==> config.mk <==
export PLATFORM = sky130hd
export DESIGN_NAME = magnetic_stripe_frame_parser_core
export DESIGN_NICKNAME = d
export VERILOG_FILES = /design/src/rtl/core/msfp_pkg.sv /design/src/rtl/core/magnetic_stripe_frame_parser_core.sv
export SDC_FILE = /design/constraint.sdc
export NUM_CORES = 1
export LEC_CHECK = 0
export BUFFER_PORTS_ARGS = -buffer_cell sky130_fd_sc_hd__buf_2
export CORE_MARGIN = 3
export CORE_UTILIZATION = 59
export DETAILED_ROUTE_END_ITERATION = 8
export GPL_TIMING_DRIVEN = 0
export PLACE_DENSITY = 0.79
export SLEW_MARGIN = 20
export SYNTH_ARGS = -nofsm -noshare
export SYNTH_HDL_FRONTEND = slang
export SYNTH_SLANG_ARGS = --single-unit
==> constraint.sdc <==
create_clock -name clock -period 4.6 [get_ports clock]
set_input_delay 0.69 -clock clock [delete_from_list [all_inputs] [get_ports clock]]
set_output_delay 0.69 -clock clock [all_outputs]
set_load 0.005 [all_outputs]
==> src/rtl/core/msfp_pkg.sv <==
// ----------------------------------------------------------------------------
// msfp_pkg
// Shared constants for the magnetic stripe frame parser: frame layout,
// segment codes and result kinds.
// ----------------------------------------------------------------------------
package msfp_pkg;

   localparam int ByteWidth   = 8;
   localparam int PosWidth    = 3;
   localparam int KindWidth   = 2;
   localparam int CountWidth  = 16;

   typedef logic [ByteWidth-1:0]  byte_type;
   typedef logic [PosWidth-1:0]   pos_type;
   typedef logic [KindWidth-1:0]  kind_type;
   typedef logic [CountWidth-1:0] count_type;

   localparam byte_type HEADER_BYTE = 8'h4D;
   localparam byte_type SEG_ONE     = 8'h01;
   localparam byte_type SEG_NONE    = 8'h00;

   // frame position: hunting, then index of the next byte expected
   localparam pos_type POS_HUNT    = 3'd0;
   localparam pos_type POS_SEGMENT = 3'd1;
   localparam pos_type POS_OFFSET  = 3'd2;
   localparam pos_type POS_LAST_SUM = 3'd6;
   localparam pos_type POS_CHECK   = 3'd7;

   localparam kind_type KIND_OFFSET     = 2'd0;
   localparam kind_type KIND_NO_SEGMENT = 2'd1;
   localparam kind_type KIND_REJECTED   = 2'd2;

   localparam count_type COUNT_MAX       = 16'hFFFF;
   localparam count_type REARM_RESET_VAL = 16'd10;

endpackage

==> src/rtl/core/magnetic_stripe_frame_parser_core.sv <==
// ----------------------------------------------------------------------------
// magnetic_stripe_frame_parser_core
// Hunts for the 0x4D header in the sensor byte stream, collects the seven
// frame bytes, checks the byte sum and reports one result per frame, with a
// saturating stripe counter re-armed after a run of no-segment frames.
// ----------------------------------------------------------------------------
//  channel | ports                     | handshake
//  --------+---------------------------+--------------------------
//  req     | req_rx_byte               | req_valid / req_stall
//  rsp     | rsp_frame_kind, ...       | rsp_valid / rsp_stall
//  csr     | csr_rearm_threshold       | csr_valid / csr_ready
//
//  one byte per cycle while req_stall is low; each byte is handled by the frame logic in the cycle
//  it is taken, and the checksum byte loads the result register, so the
//  result appears in the cycle after the last byte of a frame.
//  req_stall rises only while a result sits in the output register and the
//  receiver stalls it. csr_ready is always high.
//  synchronous active-high reset: hunting, counter armed, counts zero,
//  threshold 10.
// ----------------------------------------------------------------------------
module magnetic_stripe_frame_parser_core
   import msfp_pkg::*;
(
   input  logic                   clock,
   input  logic                   reset,
   input  logic                   req_valid,
   output logic                   req_stall,
   input  logic [ByteWidth-1:0]   req_rx_byte,
   output logic                   rsp_valid,
   input  logic                   rsp_stall,
   output logic [KindWidth-1:0]   rsp_frame_kind,
   output logic signed [ByteWidth-1:0] rsp_lateral_offset,
   output logic [CountWidth-1:0]  rsp_stripe_count,
   output logic                   rsp_checksum_ok,
   input  logic                   csr_valid,
   output logic                   csr_ready,
   input  logic [CountWidth-1:0]  csr_rearm_threshold
);

   pos_type   pos_ff, pos_in;
   byte_type  segment_ff, segment_in;
   byte_type  offset_ff, offset_in;
   byte_type  sum_ff, sum_in;
   logic      armed_ff, armed_in;
   count_type idle_ff, idle_in;
   count_type stripes_ff, stripes_in;
   count_type threshold_ff;

   logic      rsp_valid_ff, rsp_valid_in;
   kind_type  kind_ff, kind_in;
   byte_type  rsp_offset_ff, rsp_offset_in;
   logic      sum_ok_ff, sum_ok_in;

   logic      req_accept;
   logic      sum_ok;
   count_type idle_inc;

   assign req_stall  = rsp_valid_ff & rsp_stall;
   assign req_accept = req_valid & ~req_stall;
   assign csr_ready  = 1'b1;

   assign sum_ok   = (sum_ff == req_rx_byte);
   assign idle_inc = (idle_ff == COUNT_MAX) ? idle_ff : idle_ff + 16'd1;

   always_comb begin
      pos_in        = pos_ff;
      segment_in    = segment_ff;
      offset_in     = offset_ff;
      sum_in        = sum_ff;
      armed_in      = armed_ff;
      idle_in       = idle_ff;
      stripes_in    = stripes_ff;
      rsp_valid_in  = rsp_valid_ff & rsp_stall;
      kind_in       = kind_ff;
      rsp_offset_in = rsp_offset_ff;
      sum_ok_in     = sum_ok_ff;

      if (req_accept) begin
         if (pos_ff == POS_HUNT) begin
            if (req_rx_byte == HEADER_BYTE) begin
               pos_in = POS_SEGMENT;
               sum_in = '0;
            end
         end else if (pos_ff inside {[POS_SEGMENT:POS_LAST_SUM]}) begin
            if (pos_ff == POS_SEGMENT) segment_in = req_rx_byte;
            if (pos_ff == POS_OFFSET)  offset_in  = req_rx_byte;
            sum_in = sum_ff + req_rx_byte;
            pos_in = pos_ff + 3'd1;
         end else begin
            // checksum byte: judge the frame
            pos_in        = POS_HUNT;
            rsp_valid_in  = 1'b1;
            sum_ok_in     = sum_ok;
            rsp_offset_in = '0;
            if (sum_ok && segment_ff == SEG_ONE) begin
               kind_in       = KIND_OFFSET;
               rsp_offset_in = offset_ff;
               if (armed_ff) begin
                  if (stripes_ff != COUNT_MAX) stripes_in = stripes_ff + 16'd1;
                  armed_in = 1'b0;
               end
            end else if (segment_ff == SEG_NONE) begin
               kind_in = KIND_NO_SEGMENT;
               if (!armed_ff) begin
                  if (idle_inc >= threshold_ff) begin
                     idle_in  = '0;
                     armed_in = 1'b1;
                  end else begin
                     idle_in = idle_inc;
                  end
               end
            end else begin
               kind_in = KIND_REJECTED;
            end
         end
      end
   end

   always_ff @(posedge clock) begin
      if (reset) begin
         pos_ff       <= POS_HUNT;
         segment_ff   <= '0;
         offset_ff    <= '0;
         sum_ff       <= '0;
         armed_ff     <= 1'b1;
         idle_ff      <= '0;
         stripes_ff   <= '0;
         threshold_ff <= REARM_RESET_VAL;
         rsp_valid_ff <= 1'b0;
      end else begin
         pos_ff       <= pos_in;
         segment_ff   <= segment_in;
         offset_ff    <= offset_in;
         sum_ff       <= sum_in;
         armed_ff     <= armed_in;
         idle_ff      <= idle_in;
         stripes_ff   <= stripes_in;
         rsp_valid_ff <= rsp_valid_in;
         if (csr_valid && csr_ready) threshold_ff <= csr_rearm_threshold;
      end
   end

   // result payload, no reset needed
   always_ff @(posedge clock) begin
      kind_ff       <= kind_in;
      rsp_offset_ff <= rsp_offset_in;
      sum_ok_ff     <= sum_ok_in;
   end

   count_type rsp_count_ff;
   always_ff @(posedge clock) begin
      if (req_accept && pos_ff == POS_CHECK) rsp_count_ff <= stripes_in;
   end

   assign rsp_valid          = rsp_valid_ff;
   assign rsp_frame_kind     = kind_ff;
   assign rsp_lateral_offset = rsp_offset_ff;
   assign rsp_stripe_count   = rsp_count_ff;
   assign rsp_checksum_ok    = sum_ok_ff;

   // a checksum byte taken always yields a result in the next cycle
   a_result_after_check: assert property (@(posedge clock) disable iff (reset)
      req_accept && pos_ff == POS_CHECK |=> rsp_valid)
      else $error("no result after checksum byte");

   // an offset frame needs a good checksum
   a_offset_needs_sum: assert property (@(posedge clock) disable iff (reset)
      rsp_valid && rsp_frame_kind == KIND_OFFSET |-> rsp_checksum_ok)
      else $error("offset frame with bad checksum");

   // offset is zero for every other frame kind
   a_offset_zero: assert property (@(posedge clock) disable iff (reset)
      rsp_valid && rsp_frame_kind != KIND_OFFSET |-> rsp_lateral_offset == '0)
      else $error("nonzero offset on non-offset frame");

   // stripe counter never goes down
   a_count_monotonic: assert property (@(posedge clock) disable iff (reset)
      !$past(reset) |-> stripes_ff >= $past(stripes_ff))
      else $error("stripe counter decreased");

endmodule

Yosys cells after proc, flatten, opt, wreduce, memory -nomap -nowiden
Cells that the tools add are included.

word-level totals
  output and inout bits = 30
  bits in registers = 104
  input port bits = 29

cells by class
  $add $sub $neg = 4
  reduce and logical (&&, ||, !) cells = 14
  bitwise gates (word level) = 7
  eq/ne operators = 9
  mux-type cells = 22
  magnitude comparators = 3

operators with widths
  cell                                                               count
  2-to-1 mux 16 bit                                                  8
  adder 16 x 1 -> 16 bit, second input constant                      2
  2-to-1 mux 8 bit                                                   3
  == test 16 bit, second input constant                              1
  greater-or-equal comparator 16 bit                                 1
  inequality test 16 bit, second input constant                      1
  AND reduction 4 bit                                                3
  2-to-1 mux 3 bit                                                   3
  adder 8 bit                                                        1
  == test 8 x 1 -> 1 bit, second input constant                      1
  == test 8 x 7 -> 1 bit, second input constant                      1
  == test 8 bit                                                      1
  logical NOT 8 bit                                                  1
  2-to-1 mux 1 bit                                                   7
  AND reduction 3 bit                                                2
  AND reduction 6 bit                                                1
  NOT 1 bit                                                          5
  nonzero test 2 bit                                                 2
  adder 3 x 1 -> 3 bit, second input constant                        1
  == test 3 x 1 -> 1 bit, second input constant                      1
  == test 3 x 2 -> 1 bit, second input constant                      1
  == test 3 bit, second input constant                               1
  greater-or-equal comparator 3 x 1 -> 1 bit, second input constant  1
  less-or-equal comparator 3 bit, second input constant              1
  other kinds (6)                                                    9

Logic depth before layout (Yosys ltp)
  word-level depth = 7
  mapped depth = 14

Least setup slack after synthesis
No wires, ideal clock.

  path type = reg-to-reg
  start point = register idle_ff[0]
  end point = register idle_ff[13]
  setup time = 0.074 ns
  arrival = 3.376 ns
  setup slack = 1.150 ns
  stages on the path, launching flop included = 15
  path buffers = 2
  path through = dfxtp_1 -> ha_1 -> clkbuf_1 -> nand4_1 -> nor4_1 -> nor2_1 -> xnor2_1 -> ha_1 -> a211o_1 -> a21oi_1 -> o31ai_1 -> a2111oi_4 -> buf_4 -> o21ai_0 -> o21ai_0

on the way
  longest elaborated chain between the ends = 4

ends and longest elaborated chain
  element                                                   RTL line                                  source
  start: declaration                                        magnetic_stripe_frame_parser_core.sv:45   count_type idle_ff, idle_in;
  start signal: assignment                                  magnetic_stripe_frame_parser_core.sv:136  idle_ff <= idle_in;
  adder 16 x 1 -> 16 bit or == test 16 bit (tied branches)  magnetic_stripe_frame_parser_core.sv:63   assign idle_inc = (idle_ff == COUNT_MAX) ? idle_ff : idle_ff + 16'd1;
  2-to-1 mux 16 bit (*)                                     magnetic_stripe_frame_parser_core.sv:63
  greater-or-equal comparator 16 bit                        magnetic_stripe_frame_parser_core.sv:105  if (idle_inc >= threshold_ff) begin
  2-to-1 mux 16 bit (*)                                     magnetic_stripe_frame_parser_core.sv:105

Mark *: on every way between the ends. The rest lies on a longest branch, timed or not.
A chain may end at the register's enable or synchronous reset.

Final worst setup path
  start point = register idle_ff[0]
  end point = register idle_ff[12]

Same word-level chain as after synthesis.

==> metrics.cfg <==
[status]
status = finished, final reports clean

[route]
wl_met1_microns = 4970
drc = 0
wl_microns = 11000
antenna_left = 0
num_vias = 4306
wl_met3_microns = 734
drtPass1Iterations = 5
top_layer = met4
route.detailed.wl_per_inst_microns = 14.9
detail_route.vias_per_cell = 5.86
drtIter0Drc = 313
route.met2.wl_microns = 5040

[synth]
yosys_warnings = 0
seq_area_frac_synth = 0.444
yosysTopAreaCellShare = 0.291
synth_fp_nets = 618
synth_common_cells = 77 x dfxtp_1, 68 x nor2_1, 33 x mux2i_1
synthesis.area_sq_um = 5300
ys.flop_type = dfxtp_1
synth_top_area_cell = dfxtp_1
synthCells = 558
synth_edf_count = 27
yosys.cell_count.top_type = dfxtp_1
syn_area_per_cell_sq_um = 9.51
synth.distinct_cells = 60
synth-seq-cells = 104
synth_area_leaders = dfxtp_1 29%, edfxtp_1 15%, ha_1 7.1%
async_reset_ff_frac = 0

[global_routing]
antenna_found_initial = 0
grt_pass1_wl_microns = 18400
grt_pass1_vias = 3969
grt-ovfl-total = 0
grt_max_degree = 18
grt_usage = 0.226

[clocking]
clkTransAtPathRegs_ns = 0.10
cts_resized = 0
clock-root-buffer = clkbuf_8
worstSkewPairLatency_ns = 0.36
cts.sinks = 104
cts_tree = yes
cts-htree-levels = 3
cts_hold_buf = 0
numCtsBuffers = 9
clock_path_buffers = 2
cts_setup_buffers = 0

[timing]
worst_slew_pin_slew_ns = 0.840
max-slew-margin-rel = 0.435
tns_ns = 0
drv_slew = 0
setup_ws_ns = 0.599
grt_setup_unrepaired = false
finalCritPeriodShare = 0.870
finalClockSkew_ns = 0.00721
fin_crit_ns = 4.00
finalSetupViolCount = 0
hold_viol = 0
max_freq_mhz = 250

[hold_path]
hold_start = offset_ff[7]$_SDFFE_PP0P_
holdPathEnd = offset_ff[7]$_SDFFE_PP0P_
min_path_type = flip-flop to flip-flop
hold_depth = 2

[floorplanning]
rows = 33
die-area_sq_um = 10200
core_area_sq_um = 8460
num_io_pins = 59
start_util = 0.627
die_w_microns = 101
die_h_microns = 101

[worst_setup_path]
worstSetupPathType = flip-flop to flip-flop
arrival_ns = 4.26
crit_path_frequent_cell = ha_1
timing.rr.start = idle_ff[0]$_SDFFE_PP0P_
rr_endpoint = idle_ff[12]$_SDFFE_PP0P_
cp-start-kind = flip-flop
r2r_cells = 13
cpPeakStageDelay_ns = 0.68
critical_path.max_fanout = 10
path_buf_inv = 2
worst_path_max_delay_cell = or4b_2
path_cells = ha_1, clkbuf_1, and3_1, nand2_1, or4b_2, o21a_1, ha_1, nand4_1, o21ai_0, a2111oi_4, buf_6, a21o_1, a22o_1
endpoint_kind = flip-flop
reg2reg_slack_ns = 0.60
crit_family = simple AND/OR/NAND/NOR gates
required_ns = 4.86

[cells_and_area]
areaGrowthSynthToFinish_pct = 11.6
nets = 685
drive_gt1_frac = 0.146
antenna_cells = 0

[placement]
dp_hpwl_microns = 8340
place_ws_ns = 0.320
gp_congestion = 0.874
portBuffers = 56

[pwr]
p_leak_uw = 0.00249
seqPwrFrac = 0.591
swShare = 0.232
p_switching_uw = 372
ir_drop_mv = 0.211
power_frac_comb = 0.057
clock_power_share = 0.352
p_int_uw = 1230
powerDensity_nw_per_um2 = 271

[job]
cap_violations = 0

## power groups by stage
stage	clock [uW]	combinational, uW	sequential [uW]
after floorplan	0	57.7	966
after global placement	0	87.5	967
after detailed placement	0	90.9	968
after CTS	576	91.3	947
after global routing	613	103	948
final	565	91.2	947
## metrics by stage
stage | cell area [sq um] | std cells | utilization | hold WS (ns) | power (uW)
floorplan | 5300 | 558 | - | 0.446 | 1020
global placement | 5720 | 719 | 0.675 | 0.466 | 1050
detailed placement | 5720 | 719 | 0.675 | 0.477 | 1060
CTS | 5910 | 735 | 0.698 | 0.500 | 1610
global route | 5920 | 735 | 0.699 | 0.528 | 1660
finish | 5920 | 735 | 0.699 | 0.498 | 1600
## layout by cell type (no fill, tap or decap), types with 3 or more instances in the layout
cell and count:
o211ai_1 3, o31ai_1 3, ha_1 30, a211oi_1 3, nor3_1 14, edfxtp_1 27
xnor2_1 14, a31oi_1 4, a22oi_1 5, nand2_1 28, o21a_1 5, o21ai_1 3
nor2b_1 3, o21ai_0 8, a21oi_1 26, clkbuf_8 9, buf_2 59, dfxtp_1 77
and2_1 25, a22o_1 4, nand2b_1 7, clkbuf_1 12, nand4_1 16, nand3_1 24
xor2_1 14, mux2_2 4, inv_1 32, nor2_1 68, mux2i_1 33, a21o_1 8
nor4_1 13, buf_1 3
## cells by family after synthesis
group | Yosys count | share of synthesized area
compound gates | 82 | 0.106
buf+inv | 54 | 0.0420
other cells | 1 | 0.000707
flops | 104 | 0.444
fa+ha+maj | 31 | 0.0745
xor+xnor | 28 | 0.0462
simple gates | 221 | 0.216
mux | 37 | 0.0708
## registers in the layout (all words and copies together), names as in the netlist, 3 cells and up
register	cells
rsp_stripe_count	16
offset_ff	8
rsp_lateral_offset	8
sum_ff	8
idle_ff	16
pos_ff	3
segment_ff	8
stripes_ff	16
threshold_ff	16
## worst register-to-register path: stages (launching register included)
cell       delay (ns)
dfxtp_1          0.42
ha_1             0.17
clkbuf_1         0.27
and3_1           0.34
nand2_1          0.18
or4b_2           0.68
o21a_1           0.14
ha_1             0.29
nand4_1          0.10
o21ai_0          0.62
a2111oi_4        0.14
buf_6            0.20
a21o_1           0.17
a22o_1           0.17
## layer usage
| layer | track usage | vias up |
|---|---|---|
| met5 | 0 | - |
| met1 | 0.297 | 1996 |
| met3 | 0.0457 | 24 |
| met2 | 0.372 | 164 |
| met4 | 0.0756 | 0 |
| li1 | - | 2122 |
## worst max path at each step
| stage | start | endpoint | cells past startpoint | slack, ns |
|---|---|---|---|---|
| final | idle_ff[0]$_SDFFE_PP0P_ | idle_ff[12]$_SDFFE_PP0P_ | 13 | 0.60 |
| after global routing | idle_ff[12]$_SDFFE_PP0P_ | idle_ff[13]$_SDFFE_PP0P_ | 14 | 0.36 |
| after CTS | idle_ff[0]$_SDFFE_PP0P_ | idle_ff[13]$_SDFFE_PP0P_ | 13 | 0.29 |
| after detailed placement | idle_ff[0]$_SDFFE_PP0P_ | idle_ff[13]$_SDFFE_PP0P_ | 13 | 0.32 |
| after global placement | idle_ff[0]$_SDFFE_PP0P_ | idle_ff[13]$_SDFFE_PP0P_ | 14 | 0.41 |
| after floorplan | idle_ff[0]$_SDFFE_PP0P_ | idle_ff[13]$_SDFFE_PP0P_ | 14 | 1.15 |
## final cells by class
cell class / instances / area [sq um]
buffer: 22 / 103
clock buffer: 9 / 124
clock inverter: 7 / 71.3
fill: 657 / 2550
inverter: 32 / 120
multi-input combinational: 400 / 2740
sequential: 104 / 2350
tap: 105 / 131
timing repair buffer: 56 / 280
Power figures use the tool's default switching activity.
